===== src/sv/sbfd_pkg.sv =====
package sbfd_pkg;

  localparam logic [7:0] HEADER_BYTE = 8'h0F;
  localparam int FRAME_LEN = 25;
  localparam int STORE_LEN = 23;
  localparam int FLAGS_POS = 22;
  localparam int CHANNELS = 16;
  localparam int CH_W = 11;
  localparam int RAM_DEPTH = 2 * STORE_LEN;
  localparam int ADDR_W = $clog2(RAM_DEPTH);

  localparam logic [4:0] LAST_COUNT = 5'(FRAME_LEN - 1);
  localparam logic [4:0] FLAGS_IDX = 5'(FLAGS_POS);
  localparam logic [3:0] LAST_CHAN = 4'(CHANNELS - 1);
  localparam logic [4:0] CH_BITS = 5'(CH_W);

  typedef struct packed {
    logic [3:0] channel_index;
    logic [10:0] channel_value;
    logic connected;
    logic last;
  } res_t;

  function automatic logic [ADDR_W-1:0] ram_addr(input logic bank, input logic [4:0] idx);
    ram_addr = ADDR_W'(idx) + (bank ? ADDR_W'(STORE_LEN) : ADDR_W'(0));
  endfunction

endpackage


===== src/sv/sbfd_ram.sv =====
module sbfd_ram #(
  parameter int WIDTH = 8,
  parameter int DEPTH = 46
) (
  input  logic clk,
  input  logic we,
  input  logic [$clog2(DEPTH)-1:0] waddr,
  input  logic [WIDTH-1:0] wdata,
  input  logic re,
  input  logic [$clog2(DEPTH)-1:0] raddr,
  output logic [WIDTH-1:0] rdata
);

  logic [WIDTH-1:0] mem [DEPTH];

  always_ff @(posedge clk) begin
    if (we) begin
      mem[waddr] <= wdata;
    end
    if (re) begin
      rdata <= mem[raddr];
    end
  end

endmodule


===== src/sv/sbfd_unpack.sv =====
module sbfd_unpack import sbfd_pkg::*; (
  input  logic clk,
  input  logic rst,
  input  logic start,
  input  logic start_bank,
  output logic busy,
  output logic rd_en,
  output logic [ADDR_W-1:0] rd_addr,
  input  logic [7:0] rd_data,
  output logic out_valid,
  input  logic out_ready,
  output res_t out_res
);

  typedef enum logic [2:0] {
    S_IDLE,
    S_FLAGS,
    S_FILL,
    S_EMIT,
    S_DISC
  } state_t;

  state_t state;
  logic bank;
  logic [4:0] ptr;
  logic [17:0] acc;
  logic [4:0] nbits;
  logic [3:0] chan;

  logic out_free;
  logic emit_now;
  logic rd_bank;
  logic [4:0] rd_idx;
  logic [17:0] acc_app;
  logic [4:0] nbits_app;
  logic [4:0] nbits_left;

  assign out_free = !out_valid || out_ready;
  assign emit_now = (state inside {S_EMIT, S_DISC}) && out_free;
  assign busy = (state != S_IDLE);
  assign rd_bank = (state == S_IDLE) ? start_bank : bank;
  assign rd_addr = ram_addr(rd_bank, rd_idx);
  assign acc_app = acc | (18'(rd_data) << nbits);
  assign nbits_app = nbits + 5'd8;
  assign nbits_left = nbits - CH_BITS;

  always_comb begin
    rd_en = 1'b0;
    rd_idx = FLAGS_IDX;
    case (state)
      S_IDLE: begin
        rd_en = start;
      end
      S_FLAGS: begin
        if (rd_data == 8'd0) begin
          rd_en = 1'b1;
          rd_idx = 5'd0;
        end
      end
      S_FILL: begin
        if (nbits_app < CH_BITS) begin
          rd_en = 1'b1;
          rd_idx = ptr;
        end
      end
      S_EMIT: begin
        if (out_free && chan != LAST_CHAN && nbits_left < CH_BITS) begin
          rd_en = 1'b1;
          rd_idx = ptr;
        end
      end
      default: begin
        rd_en = 1'b0;
      end
    endcase
  end

  always_ff @(posedge clk) begin
    if (rst) begin
      state <= S_IDLE;
      out_valid <= 1'b0;
    end else begin
      if (out_valid && out_ready && !emit_now) begin
        out_valid <= 1'b0;
      end
      case (state)
        S_IDLE: begin
          if (start) begin
            bank <= start_bank;
            state <= S_FLAGS;
          end
        end
        S_FLAGS: begin
          acc <= '0;
          nbits <= '0;
          chan <= '0;
          ptr <= 5'd1;
          state <= (rd_data == 8'd0) ? S_FILL : S_DISC;
        end
        S_FILL: begin
          acc <= acc_app;
          nbits <= nbits_app;
          if (nbits_app >= CH_BITS) begin
            state <= S_EMIT;
          end else begin
            ptr <= ptr + 5'd1;
          end
        end
        S_EMIT: begin
          if (out_free) begin
            out_valid <= 1'b1;
            out_res.channel_index <= chan;
            out_res.channel_value <= acc[10:0];
            out_res.connected <= 1'b1;
            out_res.last <= (chan == LAST_CHAN);
            acc <= acc >> CH_W;
            nbits <= nbits_left;
            chan <= chan + 4'd1;
            if (chan == LAST_CHAN) begin
              state <= S_IDLE;
            end else if (nbits_left < CH_BITS) begin
              ptr <= ptr + 5'd1;
              state <= S_FILL;
            end
          end
        end
        S_DISC: begin
          if (out_free) begin
            out_valid <= 1'b1;
            out_res.channel_index <= '0;
            out_res.channel_value <= '0;
            out_res.connected <= 1'b0;
            out_res.last <= 1'b1;
            state <= S_IDLE;
          end
        end
        default: begin
          state <= S_IDLE;
        end
      endcase
    end
  end

endmodule


===== src/sv/sbus_frame_decoder.sv =====
// when the end byte is taken the flags byte is read first; a nonzero flags byte gives one disconnected result
// throughput: one byte per cycle while in_ready is high
// the emitter reads the frame store byte by byte through a single read port
// the end byte waits while the previous frame drains
// reset: synchronous, clears the byte counter, bank select and output valid
// the frame store is not cleared; each entry is written before it is read
module sbus_frame_decoder import sbfd_pkg::*; (
  input  logic clk,
  input  logic rst,
  input  logic in_valid,
  output logic in_ready,
  input  logic [7:0] rx_byte,
  output logic out_valid,
  input  logic out_ready,
  output logic [3:0] channel_index,
  output logic [10:0] channel_value,
  output logic connected,
  output logic last
);

  logic [4:0] byte_count;
  logic wr_bank;
  logic busy;
  logic accept;
  logic we;
  logic start;
  logic rd_en;
  logic [ADDR_W-1:0] rd_addr;
  logic [7:0] rd_data;
  res_t out_res;

  assign in_ready = !(byte_count == LAST_COUNT && busy);
  assign accept = in_valid && in_ready;
  assign we = accept && byte_count != 5'd0 && byte_count != LAST_COUNT;
  assign start = accept && byte_count == LAST_COUNT;

  always_ff @(posedge clk) begin
    if (rst) begin
      byte_count <= '0;
      wr_bank <= 1'b0;
    end else if (accept) begin
      if (byte_count == 5'd0) begin
        if (rx_byte == HEADER_BYTE) begin
          byte_count <= 5'd1;
        end
      end else if (byte_count == LAST_COUNT) begin
        byte_count <= '0;
        wr_bank <= !wr_bank;
      end else begin
        byte_count <= byte_count + 5'd1;
      end
    end
  end

  sbfd_ram #(
    .WIDTH(8),
    .DEPTH(RAM_DEPTH)
  ) u_store (
    .clk(clk),
    .we(we),
    .waddr(ram_addr(wr_bank, byte_count - 5'd1)),
    .wdata(rx_byte),
    .re(rd_en),
    .raddr(rd_addr),
    .rdata(rd_data)
  );

  sbfd_unpack u_unpack (
    .clk(clk),
    .rst(rst),
    .start(start),
    .start_bank(wr_bank),
    .busy(busy),
    .rd_en(rd_en),
    .rd_addr(rd_addr),
    .rd_data(rd_data),
    .out_valid(out_valid),
    .out_ready(out_ready),
    .out_res(out_res)
  );

  assign channel_index = out_res.channel_index;
  assign channel_value = out_res.channel_value;
  assign connected = out_res.connected;
  assign last = out_res.last;

endmodule


===== config.mk =====
export PLATFORM = sky130hd
export DESIGN_NAME = sbus_frame_decoder
export DESIGN_NICKNAME = d
export VERILOG_FILES = /design/src/sv/sbfd_pkg.sv /design/src/sv/sbfd_ram.sv /design/src/sv/sbfd_unpack.sv /design/src/sv/sbus_frame_decoder.sv
export SDC_FILE = /design/constraint.sdc
export NUM_CORES = 1
export LEC_CHECK = 0
export BUFFER_PORTS_ARGS = -buffer_cell sky130_fd_sc_hd__buf_2
export CAP_MARGIN = 10
export CORE_MARGIN = 10
export CORE_UTILIZATION = 35
export CTS_CLUSTER_DIAMETER = 40
export CTS_CLUSTER_SIZE = 20
export DETAILED_ROUTE_END_ITERATION = 12
export SLEW_MARGIN = 20
export SYNTH_ARGS = -nofsm -noshare
export SYNTH_HDL_FRONTEND = slang
export SYNTH_SLANG_ARGS = --single-unit

===== constraint.sdc =====
create_clock -name clk -period 11.6 [get_ports clk]
set_clock_uncertainty 0.15 [all_clocks]
set_input_delay 1.74 -clock clk [delete_from_list [all_inputs] [get_ports clk]]
set_output_delay 1.74 -clock clk [all_outputs]
set_load 0.01 [all_outputs]

### Yosys cells after proc, flatten, opt, wreduce, memory -nomap -nowiden

Memories as Yosys holds them, arrays and structs flattened. A register that Yosys moved wholly into a read port is not among the register bits.
Cells that the tools add are included.
Widths: inputs -> output; s select.

* add/subtract/negate cells: 8
* order comparisons: 3
* eq/ne operators: 18
* shifts and indexed selects: 1
* multiplexer cells: 41
* bitwise gates (word level): 3
* reduce and logical (&&, ||, !) cells: 32

Operator list (count)
* $mux 5: 13
* $pmux 18 s3: 1
* $pmux 5 s3: 3
* $mux 17: 2
* $pmux 17 s2: 1
* $mux 3: 7
* $mux 18: 1
* $or 18x18->18: 1
* $shl 8x5->18: 1
* $pmux 3 s5: 1
* $reduce_and 3->1: 4
* $add 5x1->5 const B: 2
* $logic_and 1x1->1: 10
* $lt 5x4->1 const B: 2
* $ne 2x1->1 const B: 5
* $mux 1: 9
* $eq 8x4->1 const B: 1
* $logic_not 8->1: 1
* $pmux 4 s2: 1
* $add 5x5->6: 1
* $add 5x6->6: 1
* $eq 3x2->1 const B: 2
* $ne 2x2->1 const B: 3
* $reduce_and 6->1: 1
* 26 further kinds: 32

* flip-flop bits (word level): 60
* RAM bits: 368
* input port bits: 12
* output and inout bits: 19
* word-level logic and storage cells: 120
* memories: 1

Memory list
* u_store.mem: words 46, width 8, rd ports 1, clocked after memory_dff 1, wr ports 1, RTL line sbfd_ram.sv:14 `logic [WIDTH-1:0] mem [DEPTH];`

### Depth between registers and ports, before layout

* word-level depth: 8
* depth in mapped cells: 19
* mapped depth without buffers: 18

### By module

From an unflattened synthesis, not the netlist that was laid out.

* cell total of the unflattened synthesis: 1159
* area total of the unflattened synthesis: 18826.8 µm²

By module, submodules not included
* sbfd_ram: times used 1, cells each 774, area each 14918.1 µm², seq. area each 11290.8 µm²
* sbfd_unpack: times used 1, cells each 311, area each 3238.1 µm², seq. area each 1581.5 µm²
* sbus_frame_decoder: times used 1, cells each 74, area each 670.6 µm², seq. area each 120.1 µm²

### Worst setup path after synthesis

Ideal clock, no wire load.

* path type: input to register
* start: in out_ready
* end: reg u_store.rdata[5] (read register of u_store.mem), data pin
* library setup time: 0.265 ns
* arrival time: 4.683 ns
* required time: 11.185 ns
* path slack: 6.502 ns
* stages on the path: 14
* path buffers: 3
* cells stage by stage: nand2b_1 > a32oi_1 > nor4b_1 > ha_1 > inv_1 > fa_1 > clkbuf_1 > clkbuf_1 > clkbuf_1 > mux4_2 > mux2i_1 > nand2_1 > o211ai_1 > nand3_1

* word-level cells in the longest chain between the ends: 6
* elaborated cells between the ends (all ways): 8
* those cells by class: add/sub (1); mux (4); reduce/logical (3)

Ends and longest elaborated chain
* start: declaration: RTL line sbus_frame_decoder.sv:14 `input logic out_ready,`
* $logic_or 1x1->1 *: RTL line sbfd_unpack.sv:38 `assign out_free = !out_valid || out_ready;`
* $logic_and 1x1->1 * (2 in series): RTL line sbfd_unpack.sv:67 `if (out_free && chan != LAST_CHAN && nbits_left < CH_BITS) begin`
* $mux 5: RTL line sbfd_unpack.sv:67
* $pmux 5 s3: RTL line sbfd_unpack.sv:50 `case (state)`
* $add 5x6->6: RTL line sbfd_pkg.sv:25 `ram_addr = ADDR_W'(idx) + (bank ? ADDR_W'(STORE_LEN) : ADDR_W'(0));`
* end: declaration: RTL line sbfd_ram.sv:11 `output logic [WIDTH-1:0] rdata`

Mark *: on every way between the ends. The rest lies on a longest branch, timed or not.
A chain may end at the register's enable or synchronous reset.

### Final worst setup path

* start: reg u_unpack.nbits[1]
* end: reg u_store.rdata[7] (read register of u_store.mem), data pin

* word-level cells in the longest chain between the ends: 6
* elaborated cells between the ends (all ways): 12
* those cells by class: add/sub (3); order compare (2); mux (6); reduce/logical (1)

Ends and longest elaborated chain
* start: declaration: RTL line sbfd_unpack.sv:27 `logic [4:0] nbits;`
* start signal: assignment: RTL line sbfd_unpack.sv:102 `nbits <= nbits_app;`
* start signal: assignment: RTL line sbfd_unpack.sv:117 `nbits <= nbits_left;`
* $sub 5x4->5: RTL line sbfd_unpack.sv:45 `assign nbits_left = nbits - CH_BITS;`
* $lt 5x4->1: RTL line sbfd_unpack.sv:67
* $logic_and 1x1->1: RTL line sbfd_unpack.sv:67
* $mux 5: RTL line sbfd_unpack.sv:67
* $pmux 5 s3: RTL line sbfd_unpack.sv:50
* $add 5x6->6: RTL line sbfd_pkg.sv:25

Parallel ways exist; a longest one is shown, timed or not.

==> flow_metrics.py <==
metrics = {
    "clock_network": {
        "cts-root-buf": "clkbuf_16",
        "cts_setup_buffers": 0,
        "holdBufCountCts": 0,
        "cts_tree": "done",
        "cts_made_buffers": 50,
        "cts.path.max_buffers": 3,
        "cts_resized": 0,
        "clkTransAtPathRegs_ns": 0.06,
        "htree_levels": 2,
        "clkLatencyLatePin_ns": 0.60,
        "clkSinkCount": 436,
    },
    "pwr": {
        "comb_power_share": 0.008,
        "p_switching_mw": 0.736,
        "intPower_mw": 2.60,
        "switching_share": 0.221,
        "p_leak_nw": 6.50,
        "p_seq_frac": 0.516,
        "clock_power_share": 0.475,
        "power_density_nw_per_um2": 159,
        "max-vdd-ir-drop_uv": 138,
    },
    "sta": {
        "hold_viol": 0,
        "relSlewSlack": 0.331,
        "fmax_mhz": 149,
        "fin_ws_ns": 4.89,
        "finalMaxSlewViolations": 0,
        "rsz0062_at_grt": "no",
        "setup_violations": 0,
        "fin_crit_sh": 0.579,
        "tns_ns": 0,
        "finalCriticalPeriod_ns": 6.71,
        "worst_pin_slew_ns": 1.00,
    },
    "routing": {
        "drt-total-wl_um": 38800,
        "via_per_inst": 5.21,
        "drc_errors": 0,
        "drt_pass1_iterations": 5,
        "ant_nets": 0,
        "drt_iter0_markers": 900,
        "num_vias": 9495,
        "routedWlPerCell_um": 21.3,
    },
    "cells_and_area": {
        "multi_input_area_um2": 5100,
        "seq_area_um2": 13000,
        "nFillCells": 4581,
        "drive_gt1_frac": 0.232,
        "nets": 1130,
        "area_delta_synth_final_pct": 14.4,
        "final_util": 0.406,
    },
    "synth": {
        "synth_ff_type": "edfxtp_1",
        "seq_area_frac_synth": 0.709,
        "synthAdderAreaFrac": 0.0124,
        "synth_top_cell_by_area": "edfxtp_1",
        "syn_avg_cell_area_um2": 17.3,
        "synth.area.mux_share": 0.153,
        "yosys.area_share.simple": 0.0626,
        "synth_top_family_by_area": "multiplexers",
        "synth_cell_types": 58,
        "yosysWarningCount": 0,
        "synth_compound_area_frac": 0.0394,
        "synth_area_leaders": "edfxtp_1 (70%), mux4_2 (11%), nor2_1 (1.9%)",
        "synth_nets": 1087,
        "syn_inst": 1058,
        "synthXorXnorAreaFrac": 0.00758,
        "synth_area_um2": 18300,
        "synth_seq_cells": 436,
        "synth_top_area_share": 0.698,
        "synthArstFlopShare": 0,
        "synth_edf_count": 426,
    },
    "global_routing": {
        "grt-ovfl-total": 0,
        "antenna_found_initial": 0,
        "grt_max_degree": 53,
        "grtUsageTotal": 0.123,
        "grt_pass1_wl_um": 59500,
        "first_global_vias": 9493,
    },
    "setup_path": {
        "worst-r2r-cell-count": 16,
        "rrSetupSlack_ns": 4.89,
        "crit_path_start": "u_unpack.nbits[1]",
        "worstPathRequired_ns": 11.76,
        "cp.arrival_ns": 6.87,
        "r2r_start": "u_unpack.nbits[1]",
        "cp_max_fo": 52,
        "critical_path_class": "reg2reg",
        "endpoint_kind": "register",
        "r2r-end": "u_store.rdata[7]",
        "startpoint_type": "register",
    },
    "place": {
        "io_buffers": 30,
        "preCtsSetupSlack_ns": 4.80,
        "dpl.hpwl_um": 23600,
        "globalplace.congestion": 0.804,
    },
    "floorplanning": {
        "initial_core_util": 0.355,
        "die_y_um": 249,
        "fp.dieArea_um2": 61900,
        "io_pins": 31,
        "coreArea_um2": 51600,
        "die_w_um": 249,
        "num_rows": 83,
    },
    "hold_path": {
        "min_to": "u_unpack.acc[1]",
        "holdCritStartpoint": "u_unpack.acc[12]",
        "holdCritPathClass": "reg2reg",
        "whs_path_depth": 2,
    },
    "run": {
        "cap_viol_max_count": 0,
    },
    "outcome": {
        "outcome": "complete, no violations",
    },
}
==> power by group through the flow <==
| stage | logic (mW) | clock network [mW] | registers (mW) |
|---|---|---|---|
| after global routing | 0.0304 | 1.69 | 1.72 |
| after CTS | 0.0277 | 1.61 | 1.72 |
| after global placement | 0.0265 | 0 | 1.76 |
| after detailed placement | 0.0278 | 0 | 1.76 |
| after floorplan | 0.00224 | 0 | 1.76 |
| final | 0.0272 | 1.59 | 1.72 |
==> cells in the mapped netlist (all sizes together), types with 10 or more instances <==
library cell / number
inv: 17
o21ai: 23
nor3: 10
edfxtp: 426
a21oi: 38
mux2: 30
nor2: 93
mux4: 96
nand3: 19
o211ai: 16
buf: 16
dfxtp: 10
nand2: 69
ha: 15
and2: 20
clkbuf: 36
mux2i: 29
==> cell families (layout without fill, tap and decap cells) <==
group	count (synthesis)	after routing
DFF	436	436
and+or+nand+nor	252	252
muxes	155	155
AOI/OAI and AO/OA	113	113
buffers and inverters	70	154
adders and majority gates	17	17
xor gates and xnor gates	15	15
other	0	1
==> registers in the layout, indices dropped and copies added (netlist names) <==
| register | count |
|---|---|
| u_unpack.out_res | 17 |
| u_unpack.nbits | 5 |
| u_unpack.out_valid | 1 |
| u_unpack.ptr | 5 |
| u_store.mem | 368 |
| u_store.rdata | 8 |
| u_unpack.chan | 4 |
| wr_bank | 1 |
| u_unpack.bank | 1 |
| u_unpack.acc | 18 |
| u_unpack.state | 3 |
| byte_count | 5 |
==> per-stage QoR <==
step | hold slack, ns | power (mW) | cells | instance area (um^2)
after global routing | 0.419 | 3.44 | 1822 | 21000
after detailed placement | 0.395 | 1.79 | 1729 | 19300
after floorplan | 0.368 | 1.76 | 1058 | 18300
final | 0.405 | 3.34 | 1823 | 21000
after CTS | 0.408 | 3.37 | 1822 | 21000
after global placement | 0.395 | 1.78 | 1729 | 19300
==> area by class of cell <==
cell class                 instances  share of cell area
sequential                       436               0.619
multi-input combinational        552               0.243
clock buffer                      54              0.0614
tap                              680              0.0406
clock inverter                    39              0.0200
timing repair buffer              43              0.0118
inverter                          18             0.00322
antenna                            1            0.000119
==> per-layer routing <==
layer | global-route usage | vias up | wire length, um | part of all wire
met5 | 0 | - | 0 | 0
met4 | 0.0389 | 0 | 861 | 0.022
met3 | 0.0244 | 53 | 2120 | 0.055
met2 | 0.190 | 247 | 18000 | 0.46
met1 | 0.172 | 4897 | 17800 | 0.46
li1 | - | 4298 | - | -
==> worst max-delay path: stages, from the launching register on <==
cell and delay [ns]:
edfxtp_1 0.80, ha_1 0.35, or2_2 0.15, o32ai_1 0.08, a311o_2 0.37, nor2_1 0.15
and2_1 0.19, a32oi_1 0.14, nor4b_1 0.52, ha_4 0.21, inv_1 0.05, fa_4 1.24
buf_4 0.73, mux4_2 0.40, mux4_1 0.62, nand2_1 0.11, nand3_1 0.09
==> worst max path at each step <==
stage               slack, ns               end
finish                   4.89  u_store.rdata[7]
global route             4.57  u_store.rdata[7]
CTS                      4.86  u_store.rdata[7]
detailed placement       4.80  u_store.rdata[7]
global placement         4.87  u_store.rdata[6]
floorplan                6.50  u_store.rdata[5]
==> placed cells by master, fill, tap and decap left out, types with 6 or more instances in the layout <==
cell type / Yosys / routed
nand3_1: 19 / 19
inv_6: 0 / 8
clkbuf_16: 0 / 51
a21oi_1: 38 / 38
nand2b_1: 8 / 8
xnor2_1: 9 / 9
clkinv_8: 0 / 6
nor2b_1: 7 / 7
nor3_1: 10 / 10
buf_4: 0 / 13
nand2_1: 69 / 69
mux2i_1: 29 / 29
inv_8: 0 / 10
inv_1: 17 / 17
buf_2: 10 / 30
o211ai_1: 16 / 16
and2_1: 20 / 20
mux2_2: 30 / 30
edfxtp_1: 426 / 426
dfxtp_1: 10 / 10
mux4_2: 92 / 92
o21ai_0: 19 / 19
nor2_1: 93 / 93
ha_1: 15 / 14
a21o_1: 6 / 6
(Power assumes the default switching activity.)
